===== config.mk =====
export PLATFORM = sky130hd
export DESIGN_NAME = clipped_dda_line_stepper
export DESIGN_NICKNAME = d
export VERILOG_FILES = /design/src/rtl/cdls_pkg.sv /design/src/rtl/cdls_front.sv /design/src/rtl/cdls_queue.sv /design/src/rtl/cdls_back.sv /design/src/rtl/clipped_dda_line_stepper.sv
export SDC_FILE = /design/constraint.sdc
export NUM_CORES = 1
export LEC_CHECK = 0
export BUFFER_PORTS_ARGS = -buffer_cell sky130_fd_sc_hd__buf_4
export CAP_MARGIN = 20
export CORE_ASPECT_RATIO = 1.4
export CORE_MARGIN = 10
export CORE_UTILIZATION = 58
export CTS_CLUSTER_SIZE = 10
export DETAILED_ROUTE_END_ITERATION = 10
export PLACE_DENSITY = 0.81
export SLEW_MARGIN = 20
export SYNTH_ARGS = -nofsm -noshare
export SYNTH_HDL_FRONTEND = slang
export SYNTH_SLANG_ARGS = --single-unit

===== constraint.sdc =====
create_clock -name aclk -period 20.9 [get_ports aclk]
set_input_delay 2.09 -clock aclk [delete_from_list [all_inputs] [get_ports aclk]]
set_output_delay 2.09 -clock aclk [all_outputs]
set_load 0.03 [all_outputs]

===== src/rtl/cdls_pkg.sv =====
`timescale 1ns / 1ps
// Package of the clipped DDA line stepper: widths, register indexes, command
// and state types shared by the front end, the queue and the stepper.
// Depends on nothing.
package cdls_pkg;

    // Field widths of the channels.
    localparam int COORD_W    = 8;
    localparam int CELL_W     = 6;
    localparam int GLYPH_W    = 16;
    localparam int COLOR_W    = 24;
    localparam int DIM_W      = 7;
    localparam int CFG_IDX_W  = 2;
    localparam int ERR_W      = COORD_W + 1;

    // Largest screen dimension and depth of the command queue.
    localparam int MAX_SCREEN_DIM_DEF = 64;
    localparam int CMD_QUEUE_DEPTH    = 2;

    // Configuration register indexes.
    localparam logic [CFG_IDX_W-1:0] REG_SCREEN_WIDTH  = 2'd0;
    localparam logic [CFG_IDX_W-1:0] REG_SCREEN_HEIGHT = 2'd1;

    // Reset value of both screen registers.
    localparam logic [DIM_W-1:0] SCREEN_RESET = 7'd64;

    // A classified line command, ready for the stepper.
    typedef struct packed {
        logic                       xmaj;    // x is the major axis
        logic                       ma_dec;  // major coordinate counts down
        logic                       mi_neg;  // minor coordinate moves down
        logic signed [COORD_W-1:0]  sma;     // major coordinate of first cell
        logic signed [COORD_W-1:0]  smi;     // minor coordinate of first cell
        logic [COORD_W-1:0]         amaj;    // major extent
        logic [COORD_W-1:0]         adm;     // minor extent
        logic [GLYPH_W-1:0]         glyph;
        logic [COLOR_W-1:0]         fore;
        logic [COLOR_W-1:0]         back;
        logic                       wide;
    } cmd_t;

    // Stepper states.
    typedef enum logic [1:0] {
        ST_IDLE,
        ST_RUN,
        ST_FLUSH
    } back_state_t;

endpackage


===== src/rtl/cdls_front.sv =====
`timescale 1ns / 1ps
// Front end of the line stepper: accepts line commands and classifies them
// into major axis, start point, extents and step directions.
// Depends on cdls_pkg.
module cdls_front (
    input  logic signed [cdls_pkg::COORD_W-1:0] s_start_x,
    input  logic signed [cdls_pkg::COORD_W-1:0] s_start_y,
    input  logic signed [cdls_pkg::COORD_W-1:0] s_end_x,
    input  logic signed [cdls_pkg::COORD_W-1:0] s_end_y,
    input  logic                                s_reverse,
    input  logic [cdls_pkg::GLYPH_W-1:0]        s_glyph,
    input  logic [cdls_pkg::COLOR_W-1:0]        s_fore_color,
    input  logic [cdls_pkg::COLOR_W-1:0]        s_back_color,
    input  logic                                s_wide_mark,
    input  logic                                s_valid,
    output logic                                s_ready,
    input  logic                                q_full,
    output logic                                q_push,
    output cdls_pkg::cmd_t                      q_cmd
);
    import cdls_pkg::*;

    logic signed [COORD_W:0]   dx;
    logic signed [COORD_W:0]   dy;
    logic [COORD_W-1:0]        adx;
    logic [COORD_W-1:0]        ady;
    logic                      xmaj;
    logic signed [COORD_W-1:0] ma1;
    logic signed [COORD_W-1:0] ma2;
    logic signed [COORD_W-1:0] mi1;
    logic signed [COORD_W-1:0] mi2;
    logic                      from_first;
    logic signed [COORD_W-1:0] emi;

    // A command is taken whenever the queue has room.
    assign s_ready = !q_full;
    assign q_push  = s_valid && !q_full;

    // Extents on both axes; the larger one is the major axis, x on a tie.
    always_comb begin
        dx   = {s_start_x[COORD_W-1], s_start_x} - {s_end_x[COORD_W-1], s_end_x};
        dy   = {s_start_y[COORD_W-1], s_start_y} - {s_end_y[COORD_W-1], s_end_y};
        adx  = dx[COORD_W] ? COORD_W'(-dx) : dx[COORD_W-1:0];
        ady  = dy[COORD_W] ? COORD_W'(-dy) : dy[COORD_W-1:0];
        xmaj = (adx >= ady);
    end

    // Choose the start endpoint and the step directions.
    always_comb begin
        ma1        = xmaj ? s_start_x : s_start_y;
        mi1        = xmaj ? s_start_y : s_start_x;
        ma2        = xmaj ? s_end_x   : s_end_y;
        mi2        = xmaj ? s_end_y   : s_end_x;
        from_first = (ma1 < ma2) ^ s_reverse;
        emi        = from_first ? mi2 : mi1;

        q_cmd.xmaj   = xmaj;
        q_cmd.ma_dec = s_reverse;
        q_cmd.sma    = from_first ? ma1 : ma2;
        q_cmd.smi    = from_first ? mi1 : mi2;
        q_cmd.mi_neg = (emi < q_cmd.smi);
        q_cmd.amaj   = xmaj ? adx : ady;
        q_cmd.adm    = xmaj ? ady : adx;
        q_cmd.glyph  = s_glyph;
        q_cmd.fore   = s_fore_color;
        q_cmd.back   = s_back_color;
        q_cmd.wide   = s_wide_mark;
    end

endmodule


===== src/rtl/cdls_queue.sv =====
`timescale 1ns / 1ps
// Short command queue between the front end and the stepper, so that each
// side can stall on its own.
// Depends on cdls_pkg.
module cdls_queue #(
    parameter int DEPTH = cdls_pkg::CMD_QUEUE_DEPTH
) (
    input  logic           aclk,
    input  logic           aresetn,
    input  logic           push,
    input  cdls_pkg::cmd_t push_cmd,
    input  logic           pop,
    output logic           full,
    output logic           not_empty,
    output cdls_pkg::cmd_t head_cmd
);
    import cdls_pkg::*;

    localparam int PTR_W = (DEPTH > 1) ? $clog2(DEPTH) : 1;
    localparam int CNT_W = $clog2(DEPTH + 1);

    cmd_t             entry_reg [DEPTH];
    logic [PTR_W-1:0] wr_ptr_reg;
    logic [PTR_W-1:0] wr_ptr_next;
    logic [PTR_W-1:0] rd_ptr_reg;
    logic [PTR_W-1:0] rd_ptr_next;
    logic [CNT_W-1:0] count_reg;
    logic [CNT_W-1:0] count_next;

    assign full      = (count_reg == CNT_W'(DEPTH));
    assign not_empty = (count_reg != '0);
    assign head_cmd  = entry_reg[rd_ptr_reg];

    // Pointer and fill count updates.
    always_comb begin
        wr_ptr_next = wr_ptr_reg;
        rd_ptr_next = rd_ptr_reg;
        count_next  = count_reg;
        if (push) begin
            wr_ptr_next = (wr_ptr_reg == PTR_W'(DEPTH - 1)) ? '0 : wr_ptr_reg + 1'b1;
        end
        if (pop) begin
            rd_ptr_next = (rd_ptr_reg == PTR_W'(DEPTH - 1)) ? '0 : rd_ptr_reg + 1'b1;
        end
        if (push && !pop) begin
            count_next = count_reg + 1'b1;
        end else if (pop && !push) begin
            count_next = count_reg - 1'b1;
        end
    end

    always_ff @(posedge aclk) begin
        if (!aresetn) begin
            wr_ptr_reg <= '0;
            rd_ptr_reg <= '0;
            count_reg  <= '0;
        end else begin
            wr_ptr_reg <= wr_ptr_next;
            rd_ptr_reg <= rd_ptr_next;
            count_reg  <= count_next;
        end
    end

    // Entry storage.
    always_ff @(posedge aclk) begin
        if (push) begin
            entry_reg[wr_ptr_reg] <= push_cmd;
        end
    end

endmodule


===== src/rtl/cdls_back.sv =====
`timescale 1ns / 1ps
// Stepper of the line stepper: walks one major-axis position per cycle unless
// the output stalls, clips against the screen, holds one kept cell back to mark the last one.
// Depends on cdls_pkg.
module cdls_back (
    input  logic                          aclk,
    input  logic                          aresetn,
    input  logic [cdls_pkg::DIM_W-1:0]    scr_w,
    input  logic [cdls_pkg::DIM_W-1:0]    scr_h,
    input  logic                          q_not_empty,
    input  cdls_pkg::cmd_t                q_cmd,
    output logic                          q_pop,
    output logic                          m_valid,
    input  logic                          m_ready,
    output logic [cdls_pkg::CELL_W-1:0]   m_cell_x,
    output logic [cdls_pkg::CELL_W-1:0]   m_cell_y,
    output logic [cdls_pkg::GLYPH_W-1:0]  m_cell_glyph,
    output logic [cdls_pkg::COLOR_W-1:0]  m_cell_fore,
    output logic [cdls_pkg::COLOR_W-1:0]  m_cell_back,
    output logic                          m_cell_wide,
    output logic                          m_last
);
    import cdls_pkg::*;

    back_state_t               state_reg;
    back_state_t               state_next;
    cmd_t                      cmd_reg;
    logic signed [COORD_W-1:0] ma_reg;
    logic signed [COORD_W-1:0] ma_next;
    logic signed [COORD_W-1:0] mi_reg;
    logic signed [COORD_W-1:0] mi_next;
    logic [ERR_W-1:0]          err_reg;
    logic [ERR_W-1:0]          err_next;
    logic [ERR_W-1:0]          err_sum;
    logic [COORD_W-1:0]        cnt_reg;
    logic [COORD_W-1:0]        cnt_next;
    logic                      pend_valid_reg;
    logic                      pend_valid_next;
    logic [CELL_W-1:0]         pend_x_reg;
    logic [CELL_W-1:0]         pend_y_reg;
    logic                      m_valid_reg;
    logic                      m_valid_next;
    logic signed [COORD_W-1:0] cur_x;
    logic signed [COORD_W-1:0] cur_y;
    logic                      kept;
    logic                      out_free;
    logic                      step;
    logic                      push_mid;
    logic                      push_last;
    logic                      load;

    // Current cell and its screen test.
    always_comb begin
        cur_x    = cmd_reg.xmaj ? ma_reg : mi_reg;
        cur_y    = cmd_reg.xmaj ? mi_reg : ma_reg;
        kept     = !cur_x[COORD_W-1] && (cur_x[COORD_W-2:0] < scr_w)
                && !cur_y[COORD_W-1] && (cur_y[COORD_W-2:0] < scr_h);
        out_free = !m_valid_reg || m_ready;
    end

    // Next state.
    always_comb begin
        state_next = state_reg;
        unique case (state_reg)
            ST_IDLE: begin
                if (q_not_empty) begin
                    state_next = ST_RUN;
                end
            end
            ST_RUN: begin
                if (step && (cnt_reg == '0)) begin
                    state_next = ST_FLUSH;
                end
            end
            ST_FLUSH: begin
                if (!pend_valid_reg || out_free) begin
                    state_next = ST_IDLE;
                end
            end
            default: state_next = ST_IDLE;
        endcase
    end

    // State outputs: load, step and the two kinds of output transfer.
    always_comb begin
        load      = 1'b0;
        step      = 1'b0;
        push_mid  = 1'b0;
        push_last = 1'b0;
        unique case (state_reg)
            ST_IDLE: begin
                load = q_not_empty;
            end
            ST_RUN: begin
                step     = !(kept && pend_valid_reg && !out_free);
                push_mid = step && kept && pend_valid_reg;
            end
            ST_FLUSH: begin
                push_last = pend_valid_reg && out_free;
            end
            default: begin
                load = 1'b0;
            end
        endcase
    end

    assign q_pop = load;

    // Walk arithmetic: exact integer error term scaled by the major extent.
    always_comb begin
        ma_next  = ma_reg;
        mi_next  = mi_reg;
        err_next = err_reg;
        cnt_next = cnt_reg;
        err_sum  = err_reg + {1'b0, cmd_reg.adm};
        if (load) begin
            ma_next  = q_cmd.sma;
            mi_next  = q_cmd.smi;
            err_next = '0;
            cnt_next = q_cmd.amaj;
        end else if (step) begin
            ma_next  = cmd_reg.ma_dec ? ma_reg - 1'b1 : ma_reg + 1'b1;
            cnt_next = cnt_reg - 1'b1;
            if (err_sum >= {1'b0, cmd_reg.amaj}) begin
                mi_next  = cmd_reg.mi_neg ? mi_reg - 1'b1 : mi_reg + 1'b1;
                err_next = err_sum - {1'b0, cmd_reg.amaj};
            end else begin
                err_next = err_sum;
            end
        end
    end

    // Held-back cell and output register valid.
    always_comb begin
        pend_valid_next = pend_valid_reg;
        if (step && kept) begin
            pend_valid_next = 1'b1;
        end else if (push_last) begin
            pend_valid_next = 1'b0;
        end
        m_valid_next = m_valid_reg;
        if (push_mid || push_last) begin
            m_valid_next = 1'b1;
        end else if (m_ready) begin
            m_valid_next = 1'b0;
        end
    end

    // Control registers.
    always_ff @(posedge aclk) begin
        if (!aresetn) begin
            state_reg      <= ST_IDLE;
            pend_valid_reg <= 1'b0;
            m_valid_reg    <= 1'b0;
        end else begin
            state_reg      <= state_next;
            pend_valid_reg <= pend_valid_next;
            m_valid_reg    <= m_valid_next;
        end
    end

    // Datapath registers.
    always_ff @(posedge aclk) begin
        if (load) begin
            cmd_reg <= q_cmd;
        end
        ma_reg  <= ma_next;
        mi_reg  <= mi_next;
        err_reg <= err_next;
        cnt_reg <= cnt_next;
        if (step && kept) begin
            pend_x_reg <= cur_x[CELL_W-1:0];
            pend_y_reg <= cur_y[CELL_W-1:0];
        end
        if (push_mid || push_last) begin
            m_cell_x     <= pend_x_reg;
            m_cell_y     <= pend_y_reg;
            m_cell_glyph <= cmd_reg.glyph;
            m_cell_fore  <= cmd_reg.fore;
            m_cell_back  <= cmd_reg.back;
            m_cell_wide  <= cmd_reg.wide;
            m_last       <= push_last;
        end
    end

    assign m_valid = m_valid_reg;

endmodule


===== src/rtl/clipped_dda_line_stepper.sv =====
`timescale 1ns / 1ps
// Top level of the clipped DDA line stepper: screen registers, front end,
// command queue and stepper. Depends on cdls_pkg, cdls_front, cdls_queue
// and cdls_back.
//
// A line command becomes the cell writes of a DDA line, clipped to the
// screen set by the width and height registers (index 0 and 1, values above
// MAX_SCREEN_DIM saturate), with last set on the final kept cell. The
// stepper walks one major-axis position per cycle unless a result channel
// stall holds it, so a command whose major extent is N visits N + 1
// positions, after a load step and before a flush step that releases the
// held-back last cell. Up to two further commands wait in the queue in
// front of the stepper, so the input channel keeps taking transfers while a
// line is drawn. Configuration writes are always taken and must only be
// made while no command is in flight.
module clipped_dda_line_stepper #(
    parameter int MAX_SCREEN_DIM = cdls_pkg::MAX_SCREEN_DIM_DEF
) (
    input  logic                                aclk,
    input  logic                                aresetn,
    input  logic                                cfg_valid,
    output logic                                cfg_ready,
    input  logic [cdls_pkg::CFG_IDX_W-1:0]      cfg_index,
    input  logic [cdls_pkg::DIM_W-1:0]          cfg_data,
    input  logic                                s_valid,
    output logic                                s_ready,
    input  logic signed [cdls_pkg::COORD_W-1:0] s_start_x,
    input  logic signed [cdls_pkg::COORD_W-1:0] s_start_y,
    input  logic signed [cdls_pkg::COORD_W-1:0] s_end_x,
    input  logic signed [cdls_pkg::COORD_W-1:0] s_end_y,
    input  logic                                s_reverse,
    input  logic [cdls_pkg::GLYPH_W-1:0]        s_glyph,
    input  logic [cdls_pkg::COLOR_W-1:0]        s_fore_color,
    input  logic [cdls_pkg::COLOR_W-1:0]        s_back_color,
    input  logic                                s_wide_mark,
    output logic                                m_valid,
    input  logic                                m_ready,
    output logic [cdls_pkg::CELL_W-1:0]         m_cell_x,
    output logic [cdls_pkg::CELL_W-1:0]         m_cell_y,
    output logic [cdls_pkg::GLYPH_W-1:0]        m_cell_glyph,
    output logic [cdls_pkg::COLOR_W-1:0]        m_cell_fore,
    output logic [cdls_pkg::COLOR_W-1:0]        m_cell_back,
    output logic                                m_cell_wide,
    output logic                                m_last
);
    import cdls_pkg::*;

    localparam logic [DIM_W-1:0] DIM_MAX = DIM_W'(MAX_SCREEN_DIM);

    logic [DIM_W-1:0] scr_w_reg;
    logic [DIM_W-1:0] scr_w_next;
    logic [DIM_W-1:0] scr_h_reg;
    logic [DIM_W-1:0] scr_h_next;
    logic [DIM_W-1:0] scr_w_eff;
    logic [DIM_W-1:0] scr_h_eff;
    logic             q_full;
    logic             q_push;
    logic             q_pop;
    logic             q_not_empty;
    cmd_t             front_cmd;
    cmd_t             head_cmd;

    assign cfg_ready = 1'b1;

    // Screen register writes; unknown indexes are ignored.
    always_comb begin
        scr_w_next = scr_w_reg;
        scr_h_next = scr_h_reg;
        if (cfg_valid) begin
            unique case (cfg_index)
                REG_SCREEN_WIDTH:  scr_w_next = cfg_data;
                REG_SCREEN_HEIGHT: scr_h_next = cfg_data;
                default: begin
                    scr_w_next = scr_w_reg;
                end
            endcase
        end
    end

    always_ff @(posedge aclk) begin
        if (!aresetn) begin
            scr_w_reg <= SCREEN_RESET;
            scr_h_reg <= SCREEN_RESET;
        end else begin
            scr_w_reg <= scr_w_next;
            scr_h_reg <= scr_h_next;
        end
    end

    // Saturate the screen size to the largest supported dimension.
    assign scr_w_eff = (scr_w_reg > DIM_MAX) ? DIM_MAX : scr_w_reg;
    assign scr_h_eff = (scr_h_reg > DIM_MAX) ? DIM_MAX : scr_h_reg;

    cdls_front u_front (
        .s_start_x    (s_start_x),
        .s_start_y    (s_start_y),
        .s_end_x      (s_end_x),
        .s_end_y      (s_end_y),
        .s_reverse    (s_reverse),
        .s_glyph      (s_glyph),
        .s_fore_color (s_fore_color),
        .s_back_color (s_back_color),
        .s_wide_mark  (s_wide_mark),
        .s_valid      (s_valid),
        .s_ready      (s_ready),
        .q_full       (q_full),
        .q_push       (q_push),
        .q_cmd        (front_cmd)
    );

    cdls_queue #(
        .DEPTH (CMD_QUEUE_DEPTH)
    ) u_queue (
        .aclk      (aclk),
        .aresetn   (aresetn),
        .push      (q_push),
        .push_cmd  (front_cmd),
        .pop       (q_pop),
        .full      (q_full),
        .not_empty (q_not_empty),
        .head_cmd  (head_cmd)
    );

    cdls_back u_back (
        .aclk         (aclk),
        .aresetn      (aresetn),
        .scr_w        (scr_w_eff),
        .scr_h        (scr_h_eff),
        .q_not_empty  (q_not_empty),
        .q_cmd        (head_cmd),
        .q_pop        (q_pop),
        .m_valid      (m_valid),
        .m_ready      (m_ready),
        .m_cell_x     (m_cell_x),
        .m_cell_y     (m_cell_y),
        .m_cell_glyph (m_cell_glyph),
        .m_cell_fore  (m_cell_fore),
        .m_cell_back  (m_cell_back),
        .m_cell_wide  (m_cell_wide),
        .m_last       (m_last)
    );

endmodule


==> Word level (Yosys, flattened, before mapping) <==
Memory sizes are Yosys's and may differ from the RTL's. A register that Yosys moved wholly into a read port is not among the register bits.
Index checks and enable logic that the tools add are counted.
{ "word_totals": {"reg_bits": 229, "ramBits": 200, "in_bits": 112, "n_memories": 1} }
{ "op_classes": {"add_sub_neg": 15, "n_lt_le_gt_ge": 8, "eq_ne": 7, "muxes": 45, "bitwise": 1, "n_reduce_logical": 38} }
{ "mem_list": {"columns": ["memory", "depth", "width", "read_ports", "rd_ports_with_merged_regs", "write_ports", "line", "source"], "rows": [
  ["u_queue.entry_reg", 2, 100, 1, 1, 1, "cdls_queue.sv:22", "cmd_t entry_reg [DEPTH];"]
]} }
{ "op_table": {"columns": ["operator", "n"], "rows": [
  ["2-to-1 mux 8 bit", 22],
  ["subtractor 8 x 1 -> 8 bit, second input constant", 3],
  ["subtractor 8 x 8 -> 9 bit", 2],
  ["adder 8 x 1 -> 8 bit, second input constant", 2],
  ["less-than comparator 8 bit", 2],
  ["negator 8 bit", 2],
  ["> comparator 7 bit, second input constant", 2],
  ["less-than comparator 7 bit", 2],
  ["2-to-1 mux 1 bit", 14],
  ["2-to-1 mux 7 bit", 2],
  ["logical AND 1 bit", 13],
  ["nonzero test 2 bit", 6],
  ["2-to-1 mux 2 bit", 5],
  ["adder 9 x 8 -> 9 bit", 1],
  [">= comparator 9 x 8 -> 1 bit", 1],
  ["zero test 1 bit", 9],
  ["2-to-1 mux 9 bit", 1],
  ["subtractor 9 x 8 -> 9 bit", 1],
  [">= comparator 8 bit", 1],
  ["zero test 8 bit", 1],
  ["!= test 2 x 1 -> 1 bit, second input constant", 3],
  ["case mux 2 bit (3 select lines)", 1],
  ["AND reduction 2 bit", 3],
  ["equality test 2 x 1 -> 1 bit, second input constant", 2],
  ["other kinds (8)", 13]
]} }

==> Depth between registers and ports, before layout <==
{ "logic_depth": {"ltp_word": 14, "ltp_mapped": 35, "depth_no_buf": 31} }

==> Cells and area by module <==
Synthesis repeated with hierarchy kept, for this count alone.
{ "unflattened": {"cells_unflattened": 1419, "hier_area_um2": 20040.5} }
{ "modules_own_cells": {"columns": ["module", "n_inst", "cells_per_inst", "area_each_um2"], "rows": [
  ["cdls_back", 1, 588, 8740.9],
  ["cdls_queue", 1, 333, 7473.4],
  ["cdls_front", 1, 427, 3173.0],
  ["clipped_dda_line_stepper", 1, 71, 653.1]
]} }

==> Worst setup path after synthesis <==
OpenSTA, ideal clock, no wires.
{ "synth_timing": {"path_kind": "in2reg", "startpoint": "in s_start_y[0] in the netlist's numbering", "endpoint": "mem u_queue.entry_reg[0][97] in the netlist's numbering, data pin", "t_arrival_ns": 8.281, "setup_slack_ns": 12.351, "cell_stages": 32, "path_buffers": 3, "cell_sequence": "inv_1 ha_1 fa_1 nor2b_1 o21ai_0 a21boi_1 nor2_1 or3b_1 o31ai_1 xnor2_1 ha_1 and3_1 nand3_1 o21a_1 nand2_1 buf_2 mux2_2 ha_1 a21o_1 a21oi_2 o2111ai_1 or3_4 o221a_1 buf_6 nand2_4 buf_6 a21oi_2 mux2_2 ha_1 nand4_1 nor3_1 a221oi_2"} }
{ "synth_lines": {"columns": ["element", "line", "source"], "rows": [
  ["from (decl)", "clipped_dda_line_stepper.sv:28", "input logic signed [cdls_pkg::COORD_W-1:0] s_start_y,"],
  ["to (decl)", "cdls_queue.sv:22", null]
]} }

==> impl_results.md <==
- CP max FO: roughly 50
- Worst flop-to-flop path endpoint: u_back.m_cell_back[18]$_DFFE_PP_
- Post-Syn Area per Cell: ~15 um2
- Vias in the first global route: 11580
- Net switching power of the design: between 1000 and 1500 uW
- Static leakage: 0.008355 uW
- Multi-input gate area: slightly above 0.006 mm2
- PD cells: approximately 160 mW/mm2
- Fmax: 0.1012 GHz
- Final setup viols: 0
- Cell area after synthesis: about 0.019 mm2
- DRT Pass-1 Iters: 5
- Synth Flop Type: edfxtp_1
- Critical register-to-register path startpoint: u_back.cmd_reg[99]$_DFFE_PP_
- Worst hold path class: reg -> reg
- Max cap viols: 0
- FF+latch area: around 0.013 mm2
- DR vias/cell: between 5 and 6
- CP dominant cell by count: ha_1
- #FFs+latches synth: 430
- Flop pwr share: 0.379
- Syn-to-layout area delta: 17.25%
- CTS tree: built
- Hold_buf cts: 0
- Root Driver: clkbuf_16
- Worst reg-to-reg setup slack: 16.75 ns
- CP peak stage delay: 0.59 ns
- CTS H-Tree Depth: 2
- Worst Skew: 0.01681 ns
- Number of setup buffers added after CTS: 0
- NumNets Final: 1717
- Ys async rst share: 0
- GRT Total Usage: 0.1936
- Proportion of layout cells with a drive suffix above 1: 0.2567
- Logic pwr share: 0.415
- Clock power share: 0.206
- First-pass GRT wire length: approximately 63000 um
- EDFF count, synth: 398
- Post-CTS sizing: 0
- Antenna Nets Post-Route: 0
- Placed Instances: 1906
- Ports: between 150 and 200
- Initial antenna violation count: 1
- Max FFs per register: 200
- Netlist cell types: 71
- Final hold slack: roughly 0.42 ns
- Crit path kind: in -> reg
- Status: finished clean
- WP data arrival: around 10 ns
- Post-layout min period: 9.882 ns
- Port buffer count: about 190
- Slew Viols, Final: 0
- Area of the core: between 0.03 and 0.04 mm2
- Bufs on Longest Clock Path: 3
- RD Place Congestion: a little over 0.9
- Clock-pin slew on the worst setup and hold paths: around 0.05 ns
- Worst path slowest cell: buf_4
- Hold path cells: 0
- Routed wire length: roughly 40000 um
- Final hold violations: 0
- Cts bufs inserted: 49
- Worst-Skew Late Latency: roughly 0.56 ns
- Sequential share of the synthesized area: 0.6570
- Pint: 2389 uW
- Hold EP: u_back.m_cell_back[14]$_DFFE_PP_
- Non-Filler Instances: ~2000
- Via count: 11160
- Switching share of power: 0.3542
- Die Y: roughly 240 um
- Total congestion overflow: 0
- Die Width: approximately 170 um
- Worst setup SP type: primary input
- Worst-Margin Slew: between 1 and 1.5 ns
- Pre-CTS setup slack: around 11 ns
- Crit. End Element: flop
- Syn Inst Count: roughly 1300
- Largest net degree at the start of global routing: 79
- R2r worst-path depth: 10
- FILL cells: approximately 2100
- Worst hold start: u_back.cmd_reg[15]$_DFFE_PP_
- Setup TNS: 0 ns
- Initial DRC count: approximately 740
- Sink Count: 430
- Drt drc: 0
- Initial core utilization: 0.5897
- Die area: between 0.04 and 0.05 mm2
- Worst VDD drop: ~0.08 mV
- Yosys warnings: 0
- Post-Syn Nets: approximately 1500
- Max transition margin: 0.3098
- Placed wire-length estimate: 27920 um
- Row cnt: between 70 and 80
- Routed len/inst: roughly 20 um
- Required time of the worst setup path: between 20 and 25 ns
- RSZ-0062 raised after global routing: false
- Worst Setup Slack, final: around 11 ns
- Tcrit/Tclk final: 0.4728
## critical path: cells and delay by family
family,cells,cell delay (ns)
compound gates,11,2.41
xor+xnor,1,0.25
fa+ha+maj,5,1.54
buf+inv,4,0.81
mux,3,1.15
simple gates,7,1.97
## power groups by stage
stage / Sequential, uW / Combinational [uW] / Clock [uW]
after global routing: 1420 / 1700 / 812
after global placement: 1400 / 1470 / 0
after detailed placement: 1420 / 1510 / 0
final: 1400 / 1530 / 763
after floorplan: 1370 / 1240 / 0
after CTS: 1400 / 1530 / 779
## kinds of logic after synthesis
group                      after synthesis  share of synthesized area
xor gates and xnor gates                53                    0.02422
AOI/OAI and AO/OA                      228                    0.07632
other                                    1                  0.0001957
and+or+nand+nor                        233                    0.06019
buffers and inverters                  101                    0.02344
adders and majority gates               88                    0.05980
muxes                                  173                    0.09884
DFF                                    430                     0.6570
## how the worst max path moves through the flow
stage                  from  cells after the start                                  to  slack, ns
2_1_floorplan  s_start_y[0]                     32  u_queue.entry_reg[0][97]$_DFFE_PP_      12.35
3_3_place_gp   s_start_x[0]                     31  u_queue.entry_reg[0][97]$_DFFE_PP_      10.63
3_5_place_dp   s_start_x[0]                     31  u_queue.entry_reg[0][97]$_DFFE_PP_      10.55
4_1_cts        s_start_x[0]                     31  u_queue.entry_reg[0][97]$_DFFE_PP_      11.11
5_1_grt        s_start_x[0]                     31  u_queue.entry_reg[0][97]$_DFFE_PP_      10.36
6_report       s_start_x[0]                     31  u_queue.entry_reg[1][97]$_DFFE_PP_      11.02
## cell type report
cell class                 instances  area share
clock buffer                      88     0.06202
antenna                            1   0.0001114
sequential                       430      0.5605
clock inverter                     4    0.002060
inverter                          59    0.009966
tap                              440     0.02450
timing repair buffer             201     0.06715
multi-input combinational        776      0.2737
## synth_stat cells, drive strengths merged, types with 23 or more instances
| cell | number | area, um2 |
|---|---|---|
| edfxtp | 398 | 11950 |
| mux2 | 111 | 1261 |
| inv | 57 | 214.0 |
| o21ai | 66 | 341.6 |
| a21oi | 90 | 480.5 |
| dfxtp | 32 | 640.6 |
| xnor2 | 35 | 306.5 |
| nand2 | 50 | 195.2 |
| mux2i | 62 | 633.1 |
| ha | 82 | 1026 |
| nor2 | 74 | 285.3 |
| buf | 23 | 156.4 |
| nor2b | 29 | 181.4 |
## per-stage QoR
stage / cell area, um2 / utilization / power (uW)
2_1_floorplan: 19170 / - / 2615
3_3_place_gp: 21030 / 0.6471 / 2874
3_5_place_dp: 21030 / 0.6471 / 2930
4_1_cts: 22470 / 0.6914 / 3715
5_1_grt: 22470 / 0.6915 / 3936
6_report: 22470 / 0.6915 / 3700
## layout by cell type, fill, tap and decap left out, drive strengths merged, types with 3 or more instances in the layout
cell type	count
edfxtp	398
buf	201
mux2	111
a21oi	90
clkbuf	88
ha	82
nor2	74
o21ai	66
mux2i	62
inv	61
nand2	50
xnor2	35
dfxtp	32
nor2b	29
nand3	19
xor2	18
nor3	15
a21o	14
nand2b	12
and2	10
o21a	8
o21bai	7
a31oi	6
a211oi	6
fa	6
or3	6
a21boi	5
o31ai	4
nand4	4
nand3b	3
nor4	3
nor3b	3
o221ai	3
o2111ai	3
o211ai	3
## per-layer routing
| metal | global-route usage | vias to the layer above | part of all wire |
|---|---|---|---|
| met2 | 0.3578 | 311 | 0.54 |
| met3 | 0.03143 | 73 | 0.046 |
| met4 | 0.07356 | 0 | 0.029 |
| met1 | 0.2184 | 5458 | 0.39 |
| met5 | 0 | - | 0 |
| li1 | - | 5316 | - |
(Power assumes the default switching activity.)
